--- src/rtl/tlg_pkg.sv ---
// Shared types and constants for the tremolo gain block.
// No dependencies; used by tlg_ctrl, tlg_dp and tremolo_lfo_gain.
`default_nettype none
package tlg_pkg;

    localparam int SAMPLE_BITS_DEF = 24;
    localparam int PHASE_BITS_DEF  = 32;

    localparam int OP_W = 4;
    localparam logic [OP_W-1:0] OP_SQ  = 4'd0;
    localparam logic [OP_W-1:0] OP_SP  = 4'd1;
    localparam logic [OP_W-1:0] OP_SY  = 4'd2;
    localparam logic [OP_W-1:0] OP_DEP = 4'd3;
    localparam logic [OP_W-1:0] OP_HS  = 4'd4;
    localparam logic [OP_W-1:0] OP_RR  = 4'd5;
    localparam logic [OP_W-1:0] OP_LLO = 4'd6;
    localparam logic [OP_W-1:0] OP_LHI = 4'd7;
    localparam logic [OP_W-1:0] OP_RLO = 4'd8;
    localparam logic [OP_W-1:0] OP_RHI = 4'd9;

    localparam logic [2:0] REG_PHASE_STEP   = 3'd0;
    localparam logic [2:0] REG_WAVE_SHAPE   = 3'd1;
    localparam logic [2:0] REG_DEPTH_AMOUNT = 3'd2;
    localparam logic [2:0] REG_DEPTH_BIAS   = 3'd3;
    localparam logic [2:0] REG_SAT_STRENGTH = 3'd4;
    localparam logic [2:0] REG_MONO_SOURCE  = 3'd5;

    localparam logic [2:0] SHAPE_SINE   = 3'd0;
    localparam logic [2:0] SHAPE_SQUARE = 3'd1;
    localparam logic [2:0] SHAPE_TRI    = 3'd2;
    localparam logic [2:0] SHAPE_UP     = 3'd3;
    localparam logic [2:0] SHAPE_DOWN   = 3'd4;

    localparam logic [15:0] SAT_RESET = 16'd8192;
    localparam logic [15:0] SAT_FLOOR = 16'd2;
    localparam logic [31:0] ONE_Q30   = 32'h4000_0000;
    localparam logic [31:0] SIN_P_Q30 = 32'd241591910;
    localparam logic [31:0] SIN_Q_Q30 = ONE_Q30 - SIN_P_Q30;

    localparam int DIV_STEPS = 43;
    localparam int DIV_CNT_W = $clog2(DIV_STEPS);

    typedef struct packed {
        logic            capture;
        logic            mul;
        logic            wb;
        logic [OP_W-1:0] op;
        logic            div_init;
        logic            div_step;
        logic            finish;
    } cmd_t;

    typedef struct packed {
        logic is_sine;
    } status_t;

endpackage
`default_nettype wire

--- src/rtl/tlg_ctrl.sv ---
// Sequencer for the tremolo gain datapath: multiplier ops and divider steps.
// Depends on tlg_pkg.
`default_nettype none
module tlg_ctrl (
    input  wire logic           clk,
    input  wire logic           rst_n,
    input  wire logic           in_valid,
    output logic                in_ready,
    output logic                out_valid,
    input  wire logic           out_ready,
    input  wire tlg_pkg::status_t stat,
    output tlg_pkg::cmd_t       cmd
);

    localparam logic [2:0] S_IDLE = 3'd0;
    localparam logic [2:0] S_MUL  = 3'd1;
    localparam logic [2:0] S_WB   = 3'd2;
    localparam logic [2:0] S_DIVI = 3'd3;
    localparam logic [2:0] S_DIV  = 3'd4;
    localparam logic [2:0] S_OUT  = 3'd5;

    logic [2:0]                  state_reg, state_next;
    logic [tlg_pkg::OP_W-1:0]    op_reg, op_next;
    logic [tlg_pkg::DIV_CNT_W-1:0] cnt_reg, cnt_next;
    logic                        out_valid_reg, out_valid_next;

    always_comb
    begin
        state_next   = state_reg;
        op_next      = op_reg;
        cnt_next     = cnt_reg;
        cmd          = '0;
        cmd.op       = op_reg;
        in_ready     = 1'b0;
        case (state_reg)
            S_IDLE:
            begin
                in_ready = 1'b1;
                if (in_valid)
                begin
                    cmd.capture = 1'b1;
                    op_next     = stat.is_sine ? tlg_pkg::OP_SQ : tlg_pkg::OP_DEP;
                    state_next  = S_MUL;
                end
            end
            S_MUL:
            begin
                cmd.mul    = 1'b1;
                state_next = S_WB;
            end
            S_WB:
            begin
                cmd.wb = 1'b1;
                if (op_reg == tlg_pkg::OP_RR)
                    state_next = S_DIVI;
                else if (op_reg == tlg_pkg::OP_RHI)
                    state_next = S_OUT;
                else
                begin
                    op_next    = op_reg + 1'b1;
                    state_next = S_MUL;
                end
            end
            S_DIVI:
            begin
                cmd.div_init = 1'b1;
                cnt_next     = '0;
                state_next   = S_DIV;
            end
            S_DIV:
            begin
                cmd.div_step = 1'b1;
                cnt_next     = cnt_reg + 1'b1;
                if (cnt_reg == tlg_pkg::DIV_CNT_W'(tlg_pkg::DIV_STEPS - 1))
                begin
                    op_next    = tlg_pkg::OP_LLO;
                    state_next = S_MUL;
                end
            end
            S_OUT:
            begin
                if (!out_valid_reg || out_ready)
                begin
                    cmd.finish = 1'b1;
                    state_next = S_IDLE;
                end
            end
            default:
                state_next = S_IDLE;
        endcase
    end

    always_comb
    begin
        if (cmd.finish)
            out_valid_next = 1'b1;
        else if (out_ready)
            out_valid_next = 1'b0;
        else
            out_valid_next = out_valid_reg;
    end

    assign out_valid = out_valid_reg;

    always_ff @(posedge clk or negedge rst_n)
    begin
        if (!rst_n)
        begin
            state_reg     <= S_IDLE;
            op_reg        <= tlg_pkg::OP_SQ;
            cnt_reg       <= '0;
            out_valid_reg <= 1'b0;
        end
        else
        begin
            state_reg     <= state_next;
            op_reg        <= op_next;
            cnt_reg       <= cnt_next;
            out_valid_reg <= out_valid_next;
        end
    end

endmodule
`default_nettype wire

--- config.mk ---
export PLATFORM = sky130hd
export DESIGN_NAME = tlg_ctrl
export DESIGN_NICKNAME = d
export VERILOG_FILES = /design/src/rtl/tlg_pkg.sv /design/src/rtl/tlg_ctrl.sv
export SDC_FILE = /design/constraint.sdc
export NUM_CORES = 1
export LEC_CHECK = 0
export BUFFER_PORTS_ARGS = -buffer_cell sky130_fd_sc_hd__buf_2
export CORE_MARGIN = 5
export CORE_UTILIZATION = 35
export CTS_BUF_LIST = sky130_fd_sc_hd__clkbuf_2 sky130_fd_sc_hd__clkbuf_4 sky130_fd_sc_hd__clkbuf_8
export DETAILED_ROUTE_END_ITERATION = 8
export SKIP_CTS_REPAIR_TIMING = 1
export SLEW_MARGIN = 15
export SYNTH_ARGS = -nofsm -noshare
export SYNTH_HDL_FRONTEND = slang
export SYNTH_SLANG_ARGS = --single-unit
--- constraint.sdc ---
create_clock -name clk -period 2.11 [get_ports clk]
set_clock_uncertainty 0.1 [all_clocks]
set_input_delay 0.422 -clock clk [delete_from_list [all_inputs] [get_ports clk]]
set_output_delay 0.422 -clock clk [all_outputs]
set_load 0.05 [all_outputs]
---- Yosys cells after proc, flatten, opt, wreduce, memory -nomap -nowiden ----
Cells that the tools add are included.
storage, ports and cells
  register bits ........................... 14
  latch bits .............................. 0
  memory bits (writable) .................. 0
  bits in read-only memories .............. 0
  input bits .............................. 5
  memories kept ........................... 0
cells by class
  add/subtract/negate cells ............... 2
  $mul .................................... 0
  divide/modulo/power cells ............... 0
  $lt $le $gt $ge ......................... 0
  equal/unequal tests ..................... 13
  shift operators ......................... 0
  multiplexer cells ....................... 24
  bitwise operators ....................... 0
  reductions and logical operators ........ 8
operators by type and width
  cell                 count
  $pmux 3 s6           1
  $mux 4               4
  $mux 3               5
  $pmux 4 s3           1
  $pmux 6 s2           1
  $mux 1               11
  $ne 2x2->1 const B   5
  $add 6x1->6 const B  1
  $eq 3x2->1 const B   2
  $eq 3x3->1 const B   2
  $eq 6x6->1 const B   1
  $reduce_and 5->1     1
  $add 4x1->4 const B  1
  $eq 4x3->1 const B   1
  $eq 4x4->1 const B   1
  $reduce_bool 2->1    2
  $eq 3x1->1 const B   1
  $logic_not 3->1      1
  $reduce_and 3->1     1
  $reduce_bool 3->1    1
  $mux 2               1
  $logic_not 1->1      1
  $logic_or 1x1->1     1

---- Longest topological paths before layout ----
  word-level depth ........................ 5
  depth in mapped cells ................... 6
  mapped depth without buffers ............ 6

---- Worst setup path after synthesis ----
OpenSTA, ideal clock, no wires.
  kind .................................... reg-to-output
  from .................................... register state_reg[0]
  to ...................................... output port cmd[9] (netlist bit)
  arrival ................................. 2428 ps
  path slack .............................. -840 ps
  stages on the path, launching flop included .. 5
  path through ............................ dfrtp_1 clkbuf_1 clkbuf_1 nor3_1 and2_1
RTL lines
  element                 RTL line         RTL
  start, declared         tlg_ctrl.sv:22   logic [2:0] state_reg, state_next;
  start signal, assigned  tlg_ctrl.sv:116  state_reg <= state_next;
  end, declared           tlg_ctrl.sv:12   output tlg_pkg::cmd_t cmd

---- Worst setup path after layout ----
  from .................................... register cnt_reg[2] (netlist bit)
  to ...................................... register op_reg[0] (netlist bit)
on the way
  longest elaborated chain between the ends .. 3
ends and longest elaborated chain
  element                     RTL line         RTL
  start, declared             tlg_ctrl.sv:24   logic [tlg_pkg::DIV_CNT_W-1:0] cnt_reg, cnt_next;
  start signal, assigned      tlg_ctrl.sv:118  cnt_reg <= cnt_next;
  $eq 6x6->1                  tlg_ctrl.sv:74   if (cnt_reg == tlg_pkg::DIV_CNT_W'(tlg_pkg::DIV_STEPS - 1))
  $ne 2x2->1 (no line)        -
  $reduce_and 5->1 (no line)  -
  end signal, assigned        tlg_ctrl.sv:110  op_reg <= tlg_pkg::OP_SQ;
  end signal, assigned        tlg_ctrl.sv:117  op_reg <= op_next;
  end, declared               tlg_ctrl.sv:23   logic [tlg_pkg::OP_W-1:0] op_reg, op_next;
Every way passes these cells.
A chain may end at the register's enable or synchronous reset.

==> impl_metrics.py <==
metrics = {
    "status": {
        "status": "complete, no violations",
    },
    "timing": {
        "finalHoldViolCount": 0,
        "finalCriticalPeriod_ps": 2040,
        "rsz0062_at_grt": "no",
        "fin_crit_sh_pct": 96.6,
        "drv_slew": 0,
        "setup_viol_count_final": 0,
        "setup_tns_ps": 0,
        "maxSlewHeadroom_pct": 78.5,
        "max_freq_mhz": 491,
        "worst_pin_slew_ps": 323,
    },
    "layout": {
        "instances_no_fill": 153,
        "fin_nets": 134,
        "drive_above_1_share_pct": 27.6,
        "design_area_um2": 1070,
        "num_antenna_cells": 0,
        "area_delta_synth_final_pct": 24.6,
        "layout_common_cells": "14 x dfrtp_1, 14 x buf_2, 12 x nand2_1, 12 x o21ai_0, 8 x buf_4",
        "n_fill_cell": 247,
        "largest_register_ffs": 6,
        "final_util_pct": 44.5,
    },
    "synthesis": {
        "syn_inst": 100,
        "ys_ff_latch": 14,
        "syn_nets": 109,
        "synth_edf_count": 0,
        "ys.flop_type": "dfrtp_1",
        "syn_area_per_cell_um2": 8.61,
        "async_reset_ff_share_pct": 100,
        "ys_types": 33,
        "netlist_area_um2": 861,
        "ys_seq_area_share_pct": 40.7,
        "ys.warnings.count": 0,
    },
    "clock_network": {
        "htreeDepth": 1,
        "clk_pin_slew_ps": 90,
        "clkSinkCount": 14,
        "cts-buffers-inserted": 3,
        "cts_max_path_buffers": 2,
        "cts_tree": "yes",
        "clock_latency_ps": 280,
        "cts-root-buf": "clkbuf_4",
    },
    "power_and_ir_drop": {
        "p_leak_nw": 0.519,
        "vdd_drop_max_mv": 0.813,
        "clkPwrFrac_pct": 9.2,
        "powerDensity_nw_per_um2": 1550,
        "p_int_uw": 780,
        "power_frac_comb_pct": 63.8,
        "p_switching_uw": 883,
        "pwr-share-seq_pct": 26.9,
        "switching_share_pct": 53.1,
    },
    "detailed_routing": {
        "drtIter0Drc": 16,
        "wl_um": 1970,
        "vias_per_cell": 5.24,
        "vias": 802,
        "drc": 0,
        "ant_nets": 0,
        "first_pass_iters": 4,
        "wl_per_cell_um": 12.8,
    },
    "grt": {
        "grt_max_degree": 18,
        "grt_usage_pct": 12.1,
        "grt_pass1_wl_um": 3170,
        "antenna_found_initial": 0,
        "globalRouteOverflowTotal": 0,
        "grt_pass1_vias": 734,
    },
    "critical_path": {
        "critical-path-max-stage-delay_ps": 410,
        "critPathKind": "register to register",
        "path_max_fanout": 4,
        "crit_buf_inv": 0,
        "worstPathCellList": "or3b_1 > o31a_1 > or3_4 > mux2_4",
        "crit_required_ps": 2180,
        "path_delay_family": "simple AND/OR/NAND/NOR gates",
        "start_kind": "register",
        "crit_path_end_kind": "register",
        "cp.arrival_ps": 2110,
        "critPathSlowestCell": "or3b_1",
    },
    "floorplan": {
        "dieArea_um2": 3550,
        "die_w_um": 59.6,
        "start_util_pct": 35.7,
        "ios": 17,
        "core_area_um2": 2410,
        "die_y_um": 59.6,
        "fp-row-count": 18,
    },
    "placed_design": {
        "place_inst": 148,
        "io_buffers": 16,
        "dpl.hpwl_um": 1450,
        "placed_area_um2": 1020,
        "gp_congestion": 0.786,
    },
    "hold_path": {
        "worst_hold_path_type": "input port to register",
    },
    "run": {
        "max-cap-violations": 0,
    },
}
[per-layer routing]
metal  vias to the layer above  global-route usage, %  wire (um)
met2                        36                   18.1        887
met3                         8                   2.61        135
met4                         0                   5.70         33
met1                       359                   16.5        910
li1                        399                      -          -
met5                         -                      0          0
[cells in the mapped netlist (2+ instances only)]
library cell	instances	share of area [%]
ha_1	4	5.8
nor2_1	6	2.6
clkbuf_1	4	1.7
o31ai_1	2	1.7
dfrtp_1	14	41
nand2b_1	4	2.9
xor2_1	2	2.0
o21ai_0	12	7.0
nor3_1	4	2.3
inv_1	5	2.2
nor2b_1	3	2.2
a21oi_1	4	2.3
nand2_1	12	5.2
nand4_1	2	1.5
nand3_1	4	2.3
[path summary, 6_finish.rpt]
kind,start,end,slack [ps],cells after the start
min,out_ready,out_valid$_DFFE_PN0P_,350,3
min in group asynchronous,rst_n,op_reg[3]$_DFFE_PN0P_,460,2
max reg2reg,cnt_reg[2]$_DFFE_PN0P_,op_reg[0]$_DFFE_PN0P_,70,4
max,cnt_reg[2]$_DFFE_PN0P_,op_reg[0]$_DFFE_PN0P_,70,4
max in group asynchronous,rst_n,cnt_reg[5]$_DFFE_PN0P_,1200,2
min reg2reg,cnt_reg[5]$_DFFE_PN0P_,cnt_reg[5]$_DFFE_PN0P_,400,1
[worst register-to-register path, cell delays in order (launching register included)]
cell and delay (ps):
dfrtp_1 380, or3b_1 410, o31a_1 330, or3_4 410
mux2_4 310
[through the flow]
stage                     hold slack [ps]  setup slack, ps  power (mW)
final                                 354             71.6        1.66
after global routing                  364             27.9        1.78
after CTS                           -64.5            -20.4        1.65
after detailed placement              244             89.2        1.49
after global placement                240              110        1.49
after floorplan                      26.4             -396        1.23
[kinds of logic after synthesis]
logic type,share of synthesized area [%]
buf+inv,4.80
simple gates,25.6
flops,40.7
mux,2.91
fa+ha+maj,5.81
xor+xnor,2.04
compound gates,18.2
[area by class of cell]
cell class / instances / area, um2 / share of cell area [%]
tap: 30 / 37.5 / 3.50
inverter: 5 / 22.5 / 2.10
multi-input combinational: 76 / 484 / 45.2
clock buffer: 3 / 22.5 / 2.10
sequential: 14 / 350 / 32.7
timing repair buffer: 25 / 155 / 14.5
[power by group through the flow]
stage / sequential (mW) / combinational [mW] / clock, mW
after global routing: 0.465 / 1.14 / 0.170
after CTS: 0.445 / 1.05 / 0.159
after detailed placement: 0.449 / 1.04 / 0
final: 0.448 / 1.06 / 0.154
after floorplan: 0.553 / 0.676 / 0
after global placement: 0.445 / 1.04 / 0
Note: power is estimated with default switching activity, not from simulation.
